[config.mk]
export PLATFORM = sky130hd
export DESIGN_NAME = signed_int_to_decimal_ascii
export DESIGN_NICKNAME = d
export VERILOG_FILES = /design/src/hdl/sitda_pkg.sv /design/src/hdl/signed_int_to_decimal_ascii.sv
export SDC_FILE = /design/constraint.sdc
export NUM_CORES = 1
export LEC_CHECK = 0
export ABC_AREA = 1
export ABC_CLOCK_PERIOD_IN_PS = 27000
export BUFFER_PORTS_ARGS = -buffer_cell sky130_fd_sc_hd__buf_2
export CAP_MARGIN = 40
export CORE_ASPECT_RATIO = 1.5
export CORE_MARGIN = 2
export CORE_UTILIZATION = 50
export DETAILED_ROUTE_END_ITERATION = 16
export GPL_ROUTABILITY_DRIVEN = 1
export GPL_TIMING_DRIVEN = 1
export PLACE_DENSITY_LB_ADDON = 0.3
export SYNTH_ARGS = -nofsm -noshare
export SYNTH_HDL_FRONTEND = slang
export SYNTH_SLANG_ARGS = --single-unit
[constraint.sdc]
create_clock -name clock -period 27 [get_ports clock]
set_input_delay 8.1 -clock clock [delete_from_list [all_inputs] [get_ports clock]]
set_output_delay 8.1 -clock clock [all_outputs]
set_load 0.02 [all_outputs]
[src/hdl/sitda_pkg.sv]
// shared types, constants and microcode table for the decimal text converter
// no dependencies; imported by signed_int_to_decimal_ascii
package sitda_pkg;

   localparam int ValueWidth = 32;
   localparam int CharWidth  = 8;
   localparam int PowWidth   = 34;   // holds 9 * 10^9 and 10^10
   localparam int PowIdxWidth = 4;   // power index 0..10
   localparam int TopPow     = 9;    // highest power of ten for a 32-bit magnitude

   localparam logic [CharWidth-1:0] AsciiZero  = 8'd48;
   localparam logic [CharWidth-1:0] AsciiMinus = 8'd45;

   typedef logic [1:0] step_type;
   localparam step_type StepIdle  = 2'd0;
   localparam step_type StepSign  = 2'd1;
   localparam step_type StepDigit = 2'd2;

   typedef enum logic [1:0] {
      COND_ALWAYS,
      COND_START,
      COND_POW_ZERO
   } cond_type;

   typedef struct packed {
      logic     load;
      logic     emit_sign;
      logic     emit_digit;
      cond_type cond;
      step_type tgt_true;
      step_type tgt_false;
   } uword_type;

   // microcode: idle/load, sign, digit loop over powers of ten
   function automatic uword_type ucode_rom(input step_type step);
      uword_type w;
      w = '{load: 1'b0, emit_sign: 1'b0, emit_digit: 1'b0, cond: COND_ALWAYS,
            tgt_true: StepIdle, tgt_false: StepIdle};
      unique case (step)
         StepIdle: begin
            w.load      = 1'b1;
            w.cond      = COND_START;
            w.tgt_true  = StepSign;
            w.tgt_false = StepIdle;
         end
         StepSign: begin
            w.emit_sign = 1'b1;
            w.tgt_true  = StepDigit;
         end
         StepDigit: begin
            w.emit_digit = 1'b1;
            w.cond       = COND_POW_ZERO;
            w.tgt_true   = StepIdle;
            w.tgt_false  = StepDigit;
         end
         default: begin
            w.tgt_true = StepIdle;
         end
      endcase
      return w;
   endfunction

   function automatic logic [PowWidth-1:0] pow10(input logic [PowIdxWidth-1:0] k);
      logic [PowWidth-1:0] p;
      unique case (k)
         4'd0:    p = 34'd1;
         4'd1:    p = 34'd10;
         4'd2:    p = 34'd100;
         4'd3:    p = 34'd1000;
         4'd4:    p = 34'd10000;
         4'd5:    p = 34'd100000;
         4'd6:    p = 34'd1000000;
         4'd7:    p = 34'd10000000;
         4'd8:    p = 34'd100000000;
         4'd9:    p = 34'd1000000000;
         4'd10:   p = 34'd10000000000;
         default: p = '0;
      endcase
      return p;
   endfunction

endpackage

[src/hdl/signed_int_to_decimal_ascii.sv]
// signed 32-bit integer to decimal ascii text, put out one character at a time
// microcoded sequencer; depends on sitda_pkg
//
// order: a minus sign, for a negative value, comes from the sign step that follows accept;
// digits come from the digit steps, the last character always from the last one, as all ten run
// each item runs accept, the sign step and ten digit steps; a new item is taken only in idle
// busy stays high from accept until the last character is registered; the receiver cannot stall
// reset is synchronous, active high: step counter returns to idle, the strobe and the started flag clear
module signed_int_to_decimal_ascii
   import sitda_pkg::*;
(
   input  logic                  clock,
   input  logic                  reset,
   input  logic                  start,
   output logic                  busy,
   input  logic [ValueWidth-1:0] req_value,
   output logic                  rsp_strobe,
   output logic [CharWidth-1:0]  rsp_character,
   output logic                  rsp_last
);

   // sequencer state
   step_type                pc_ff, pc_in;
   // datapath registers
   logic [ValueWidth-1:0]   mag_ff, mag_in;
   logic                    neg_ff, neg_in;
   logic [PowIdxWidth-1:0]  pow_ff, pow_in;
   logic                    started_ff, started_in;
   // registered result
   logic                    strobe_ff, strobe_in;
   logic [CharWidth-1:0]    char_ff, char_in;
   logic                    last_ff, last_in;

   uword_type               uw;
   logic                    take;
   logic [PowWidth-1:0]     pow_k;
   logic [PowWidth-1:0]     thr [0:9];
   logic [8:0]              ge;
   logic [3:0]              digit;
   logic [PowWidth-1:0]     sub;
   logic                    emit;

   assign uw   = ucode_rom(pc_ff);
   assign busy = (pc_ff != StepIdle);

   // jump condition of the current control word
   always_comb begin
      case (uw.cond)
         COND_ALWAYS:   take = 1'b1;
         COND_START:    take = start;
         COND_POW_ZERO: take = (pow_ff == '0);
         default:       take = 1'b0;
      endcase
      pc_in = take ? uw.tgt_true : uw.tgt_false;
   end

   // digit at the current power: count the multiples of 10^k that fit,
   // all nine compares against constant multiples in parallel
   always_comb begin
      pow_k  = pow10(pow_ff);
      thr[0] = '0;
      for (int d = 1; d <= 9; d++) begin
         thr[d]  = pow_k * PowWidth'(d);
         ge[d-1] = ({2'b00, mag_ff} >= thr[d]);
      end
      digit = '0;
      for (int i = 0; i < 9; i++) begin
         digit = digit + 4'(ge[i]);
      end
      sub = thr[digit];
   end

   // datapath next values, driven by the control word
   always_comb begin
      mag_in     = mag_ff;
      neg_in     = neg_ff;
      pow_in     = pow_ff;
      started_in = started_ff;
      strobe_in  = 1'b0;
      char_in    = char_ff;
      last_in    = last_ff;
      emit       = 1'b0;

      if (uw.load && start) begin
         neg_in     = req_value[ValueWidth-1];
         // magnitude of the most negative value still fits as unsigned 32 bits
         mag_in     = req_value[ValueWidth-1] ? (~req_value + 1'b1) : req_value;
         pow_in     = PowIdxWidth'(TopPow);
         started_in = 1'b0;
      end

      if (uw.emit_sign && neg_ff) begin
         strobe_in = 1'b1;
         char_in   = AsciiMinus;
         last_in   = 1'b0;
      end

      if (uw.emit_digit) begin
         // leading zeros dropped, but the units digit always goes out
         emit       = (digit != '0) || started_ff || (pow_ff == '0);
         mag_in     = mag_ff - sub[ValueWidth-1:0];
         started_in = started_ff || emit;
         pow_in     = (pow_ff == '0) ? pow_ff : pow_ff - 1'b1;
         if (emit) begin
            strobe_in = 1'b1;
            char_in   = AsciiZero + {4'b0000, digit};
            last_in   = (pow_ff == '0);
         end
      end
   end

   always_ff @(posedge clock) begin
      if (reset) begin
         pc_ff      <= StepIdle;
         strobe_ff  <= 1'b0;
         started_ff <= 1'b0;
      end else begin
         pc_ff      <= pc_in;
         strobe_ff  <= strobe_in;
         started_ff <= started_in;
      end
      mag_ff  <= mag_in;
      neg_ff  <= neg_in;
      pow_ff  <= pow_in;
      char_ff <= char_in;
      last_ff <= last_in;
   end

   assign rsp_strobe    = strobe_ff;
   assign rsp_character = char_ff;
   assign rsp_last      = last_ff;

   // an accepted item always leaves idle
   a_accept_busy: assert property (@(posedge clock) disable iff (reset)
      (start && !busy) |=> busy)
      else $error("accepted item did not start the sequence");

   // the final character of an item coincides with the return to idle
   a_last_idle: assert property (@(posedge clock) disable iff (reset)
      (rsp_strobe && rsp_last) |-> (pc_ff == StepIdle))
      else $error("last character while sequence still running");

   // remaining magnitude is always below the next power of ten
   a_mag_range: assert property (@(posedge clock) disable iff (reset)
      (pc_ff == StepDigit) |-> ({2'b00, mag_ff} < pow10(pow_ff + 1'b1)))
      else $error("remainder out of range for current digit");

   // a character only comes out after a sign step or a digit step
   a_strobe_src: assert property (@(posedge clock) disable iff (reset)
      rsp_strobe |-> ($past(pc_ff) == StepSign || $past(pc_ff) == StepDigit))
      else $error("character strobe without a sign or digit step");

endmodule

==> results of run 1 <==
critical path, delay by kind of cell (launching register included):
kind	cells	cell delay, ns
AOI/OAI and AO/OA	5	1.48
xor gates and xnor gates	1	0.13
adders and majority gates	9	3.65
buffers and inverters	9	2.29
DFF	1	0.72
and+or+nand+nor	22	3.71
stage by stage:
step | setup WS, ns | area, um^2 | util | cells
after floorplan | 17.14 | 21100 | - | 3199
after global placement | 14.87 | 21900 | 0.525 | 3772
after detailed placement | 15.11 | 22000 | 0.528 | 3779
after CTS | 15.04 | 22300 | 0.535 | 3795
after global routing | 13.93 | 22300 | 0.535 | 3795
final | 14.70 | 22300 | 0.535 | 3795
path summary, 6_finish.rpt:
check                                       from          endpoint  slack (ns)  cells after the start
worst max-delay path                   pow_k[28]        mag_ff[26]       14.70                     46
worst min-delay path            rsp_character[7]  rsp_character[7]        0.43                      2
worst max register to register         pow_k[28]        mag_ff[26]       14.70                     46
worst min register to register  rsp_character[7]  rsp_character[7]        0.43                      2
logic make-up after synthesis:
logic type	after synthesis	share of synthesized area
DFF	76	0.0897
AOI/OAI and AO/OA	777	0.215
adders and majority gates	503	0.311
and+or+nand+nor	1344	0.270
buffers and inverters	403	0.0731
xor gates and xnor gates	96	0.0402
state kept, by name, summed over array words and instances, names as in the netlist:
signal         cells
pow_ff             4
rsp_character      8
rsp_strobe         1
started_ff         1
pow_k             26
mag_ff            32
pc_ff              2
rsp_last           1
neg_ff             1
layout make-up:
cell class | instances | area share
clock inverter | 5 | 0.00263
tap | 564 | 0.0316
clock buffer | 11 | 0.0109
inverter | 345 | 0.0580
multi-input combinational | 2720 | 0.790
sequential | 76 | 0.0847
timing repair buffer | 74 | 0.0218
cells in the final DEF (no fill, tap or decap), types with 5 or more instances in the layout:
| master | count |
|---|---|
| a211oi_1 | 23 |
| a21boi_0 | 7 |
| a21o_1 | 23 |
| a21oi_1 | 329 |
| a21oi_2 | 6 |
| a221oi_1 | 8 |
| a22oi_1 | 7 |
| a31o_2 | 5 |
| a31oi_1 | 25 |
| and2_1 | 10 |
| buf_2 | 47 |
| buf_4 | 22 |
| clkbuf_16 | 9 |
| dfxtp_1 | 38 |
| edfxtp_1 | 37 |
| fa_1 | 35 |
| ha_1 | 467 |
| inv_1 | 336 |
| inv_2 | 6 |
| nand2_1 | 723 |
| nand2_2 | 5 |
| nand3_1 | 148 |
| nand4_1 | 52 |
| nor2_1 | 288 |
| nor3_1 | 55 |
| nor3_2 | 5 |
| nor4_1 | 17 |
| o2111ai_1 | 5 |
| o211ai_1 | 39 |
| o21a_1 | 13 |
| o21ai_0 | 185 |
| o21ai_1 | 25 |
| o21bai_1 | 13 |
| o221ai_1 | 11 |
| o22ai_1 | 13 |
| o31ai_1 | 8 |
| or2_2 | 15 |
| xnor2_1 | 34 |
| xor2_1 | 60 |
Yosys cell counts, types with 4 or more instances:
cell / n / area [um^2]
a21oi_2: 5 / 43.8
a21oi_1: 330 / 1650
or2_2: 15 / 93.8
and2_1: 10 / 62.6
o31ai_1: 8 / 60.1
a31oi_1: 25 / 156
nor3_2: 5 / 50.1
o21ai_0: 185 / 926
o22ai_1: 13 / 81.3
xnor2_1: 34 / 298
a31o_2: 5 / 43.8
nor2_1: 288 / 1080
o211ai_1: 39 / 293
nand4_1: 52 / 325
o21ai_1: 25 / 125
o221ai_1: 11 / 96.3
inv_2: 6 / 22.5
o21ai_2: 4 / 35.0
nand3_1: 148 / 741
o21bai_1: 13 / 97.6
a221oi_1: 8 / 70.1
a21o_1: 23 / 173
nand3b_1: 4 / 30.0
a21boi_0: 7 / 52.6
a22oi_1: 7 / 52.6
xor2_1: 61 / 534
buf_2: 8 / 40.0
dfxtp_1: 39 / 781
o2111ai_1: 5 / 43.8
nand2_1: 723 / 2710
nand2_2: 5 / 31.3
fa_1: 36 / 721
o21a_1: 13 / 97.6
a211oi_1: 23 / 173
clkbuf_1: 38 / 143
edfxtp_1: 37 / 1110
o32ai_1: 4 / 35.0
inv_1: 337 / 1260
nor4_1: 17 / 106
buf_1: 9 / 33.8
ha_1: 467 / 5840
nor3_1: 55 / 275
metal layers:
metal | global-route usage | vias to the layer above | routed length [um]
li1 | - | 11200 | -
met1 | 0.446 | 11000 | 32400
met2 | 0.658 | 1074 | 40300
met3 | 0.0462 | 321 | 5710
met4 | 0.311 | 0 | 8520
met5 | 0 | - | 0
==> results_dict.tcl, run 1 <==
set metrics [dict create \
    drc_errors 0 \
    vias_per_cell 6.21 \
    hpwl_um 71300 \
    ys_seq_area_frac 0.0897 \
    syn_to_final_growth_pct 6.01 \
    post-route-period-util 0.456 \
    dieArea_mm2 0.0439 \
    core_area_mm2 0.0418 \
    grt_max_degree 64 \
    skew_ns 0.0115 \
    num-fill-cells 4227 \
    io_buffers 45 \
    rsz0062_at_grt "no" \
    crit_type "reg -> reg" \
    syn_area_mm2 0.0211 \
    dieWidth_um 172 \
    grt_pass1_vias 23300 \
    syn_nets 3737 \
    drive_gt1_frac 0.0489 \
    grt_usage 0.393 \
    cts_made_buffers 9 \
    antenna_cells 0 \
    status "completed" \
    cts_max_path_buffers 2 \
    place_congestion 1.02 \
    worst_hold_slack_ns 0.432 \
    worst_pin_slew_ns 0.946 \
    synth_area_per_cell_um2 6.59 \
    htreeDepth 3 \
    crit_top_cell "nand2_1" \
    cp-end-kind "flop" \
    timing.fmax_mhz 81.3 \
    grt_pass1_wl_um 131000 \
    ys_warn_count 0 \
    drt_first_pass_iters 6 \
    cpPeakStageDelay_ns 0.72 \
    ios 46 \
    crit_slowest_cell "dfxtp_1" \
    seq_area_mm2 0.00189 \
    drv_cap 0 \
    vias 23600 \
    synth-edff-count 37 \
    antenna_found_initial 0 \
    drt_iter0_drc 1682 \
    wl_um 86900 \
    final_net_count 3764 \
    slew_headroom 0.361 \
    cts_tree "yes" \
    grt_overflow_total 0 \
    synth-main-ff-cell "dfxtp_1" \
    synthCells 3199 \
    clk_pin_slew_ns 0.07 \
    crit_fanout 33 \
    start_util 0.504 \
    ys_seq_elements 76 \
    worstPathArrival_ns 12.44 \
    die_h_um 255 \
    ctsResizeCount 0 \
    clk_latency_ns 0.38 \
    std_cell_rows 92 \
    min_path_type "reg -> reg" \
    drv_slew 0 \
    cts_hold_buffers 0 \
    cp-start-kind "flop" \
    final-hold-violation-count 0 \
    cp.required_ns 27.13 \
    avgRoutedWirePerCell_um 22.9 \
    setup_tns_ns 0 \
    post_cts_buffers 0 \
    clock-sinks 76 \
    postRouteAntennaNets 0 \
    yosysUniqueCellTypes 70 \
    min_period_ns 12.30 \
    synth-async-reset-ratio 0 \
    multi_input_area_mm2 0.0177 \
    cts-root-buf "clkbuf_16" \
    setup-violations-final 0 \
]
Power of run 1 is left out: the tool's default activity adds up to more than one toggle a clock period on the data nets, which glitch-free logic cannot reach.
==> run 2: changes to the inputs <==
- ABC_AREA: 1 -> 0
- ABC_CLOCK_PERIOD_IN_PS: 27000 -> 12200
- clock period: 27 -> 12.2 ns (I/O delays scaled with it)
==> results_dict.tcl, run 2 <==
set metrics [dict create \
    status "completed" \
    std_cell_rows 89 \
    post-route-period-util 0.946 \
    largest-register "mag_ff" \
    antenna_cells 0 \
    yosysTopAreaCellShare 0.297 \
    drv_cap 0 \
    io_buffers 45 \
    die_h_um 247 \
    synthCells 2483 \
    layout_commonest_cell "ha_1" \
    dieArea_mm2 0.0410 \
    syn_nets 3021 \
    hp-start "rsp_character[5]" \
    synth_common_cells "467 x ha_1, 225 x o21ai_0, 221 x a21oi_1" \
    drive_gt1_frac 0.0720 \
    setup_ws_ns 0.653 \
    antenna_found_initial 0 \
    mostFrequentLayoutCells "467 x ha_1, 225 x o21ai_0, 221 x a21oi_1, 192 x nand2_1, 152 x nor2_1" \
    place_congestion 1.01 \
    num-fill-cells 3751 \
    cts_made_buffers 9 \
    grt_pass1_vias 19800 \
    worstPathArrival_ns 11.66 \
    ys_warn_count 0 \
    cp.required_ns 12.32 \
    hpwl_um 61500 \
    drt_iter0_drc 1478 \
    ys_seq_elements 76 \
    final_net_count 3089 \
    rsz0062_at_grt "no" \
    crit_type "reg -> reg" \
    clk_pin_slew_ns 0.06 \
    start_util 0.504 \
    setup-violations-final 0 \
    final_util 0.544 \
    rr_endpoint "mag_ff[28]" \
    multi_input_area_mm2 0.0172 \
    grt_overflow_total 0 \
    min_period_ns 11.55 \
    cp-end-kind "flop" \
    slew_headroom 0.358 \
    cts_max_path_buffers 2 \
    seq_area_mm2 0.00190 \
    vias 20000 \
    grt_usage 0.358 \
    cpPeakStageDelay_ns 0.67 \
    cts-root-buf "clkbuf_16" \
    grt_pass1_wl_um 113000 \
    avgRoutedWirePerCell_um 24.3 \
    syn_to_final_growth_pct 8.06 \
    syn_area_mm2 0.0197 \
    yosys.cell_count.top_type "ha_1" \
    r2r_start "pow_k[9]" \
    timing.hold.worst_endpoint "rsp_character[5]" \
    reg2regPathDepth 41 \
    clk_latency_ns 0.38 \
    cp-start-kind "flop" \
    post_cts_buffers 0 \
    min_path_type "reg -> reg" \
    drc_errors 0 \
    yosysTopAreaCell "ha_1" \
    skew_ns 0.00851 \
    synth-async-reset-ratio 0 \
    grt_max_degree 78 \
    worst_pin_slew_ns 0.955 \
    core_area_mm2 0.0391 \
    crit_slowest_cell "dfxtp_1" \
    htreeDepth 3 \
    crit_fanout 53 \
    reg2reg_setup_slack_ns 0.65 \
    dp_slack_ns 0.673 \
    vias_per_cell 6.55 \
    yosysUniqueCellTypes 75 \
    dieWidth_um 166 \
    largest_reg_flops 32 \
    ios 46 \
    synth-edff-count 37 \
    ys_seq_area_frac 0.0961 \
    wl_um 74200 \
    drt_first_pass_iters 6 \
    synth-main-ff-cell "dfxtp_1" \
    postRouteAntennaNets 0 \
    timing.fmax_mhz 86.6 \
    final-hold-violation-count 0 \
    worst_hold_slack_ns 0.441 \
    clock-sinks 76 \
    synthTopCellsByArea "ha_1 30%, o21ai_0 5.7%, edfxtp_1 5.6%" \
    cts_tree "yes" \
    drv_slew 0 \
    setup_tns_ns 0 \
    synth_area_per_cell_um2 7.93 \
    holdPathStages 1 \
]
[run 2: cell types whose count changed after synthesis, moves of 23 or more]
cell | before | now
nand2_1 | 723 | 192
inv_1 | 337 | 107
nor2_1 | 288 | 152
a21oi_1 | 330 | 221
a21o_1 | 23 | 122
nand3_1 | 148 | 54
xnor2_1 | 34 | 101
nand2b_1 | 0 | 45
nor2b_1 | 0 | 45
o21ai_0 | 185 | 225
o21a_1 | 13 | 39
and3_1 | 1 | 24
[run 2: final cells by class]
| class | instances | area share |
|---|---|---|
| inverters | 109 | 0.0192 |
| multi-input cells | 2233 | 0.808 |
| clock inverters | 2 | 0.000764 |
| repair buffers | 122 | 0.0405 |
| clock buffers | 14 | 0.0134 |
| flip-flops and latches | 76 | 0.0891 |
| well taps | 500 | 0.0294 |
[run 2: worst max-delay path by stage]
| stage | start | endpoint | cells past startpoint |
|---|---|---|---|
| 2_1_floorplan | pow_k[29] | mag_ff[28] | 39 |
| 3_3_place_gp | pow_k[2] | mag_ff[28] | 39 |
| 3_5_place_dp | pow_k[2] | mag_ff[28] | 39 |
| 4_1_cts | pow_k[2] | mag_ff[28] | 39 |
| 5_1_grt | pow_k[9] | mag_ff[28] | 43 |
| 6_report | pow_k[9] | mag_ff[28] | 41 |
[run 2: metrics by stage]
| stage | instances | area, um^2 |
|---|---|---|
| 2_1_floorplan | 2483 | 19700 |
| 3_3_place_gp | 3037 | 20900 |
| 3_5_place_dp | 3039 | 21000 |
| 4_1_cts | 3055 | 21300 |
| 5_1_grt | 3056 | 21300 |
| 6_report | 3056 | 21300 |
[run 2: what timing repair did]
action | in CTS | in global routing
endpoints found under the setup margin | 0 | 3
gates resized for setup | 0 | 4
hold buffers | 0 | 0
hold endpoints to repair | 0 | 0
[run 2: routing by layer]
metal	global-route usage	vias up	routed length, um	part of all wire
met3	0.0389	333	3400	0.046
li1	-	9512	-	-
met5	0	-	0	0
met2	0.637	796	35900	0.48
met1	0.380	9370	27400	0.37
met4	0.303	0	7520	0.10
[run 2: worst max-delay path: cells and delay by family (launching register included)]
family,cells,cell delay [ns]
AO/OA/AOI/OAI,24,5.23
adder cells (fa/ha/maj),7,3.24
buffers and inverters,4,1.04
flip-flops,1,0.67
AND/OR/NAND/NOR,4,0.58
XOR/XNOR,2,0.49
[run 2: logic make-up after synthesis]
logic type                 share of synthesized area
AOI/OAI and AO/OA                              0.281
xor gates and xnor gates                      0.0707
DFF                                           0.0961
buffers and inverters                         0.0332
muxes                                         0.0176
and+or+nand+nor                                0.168
adders and majority gates                      0.333
Power of run 2 is left out for the same reason.
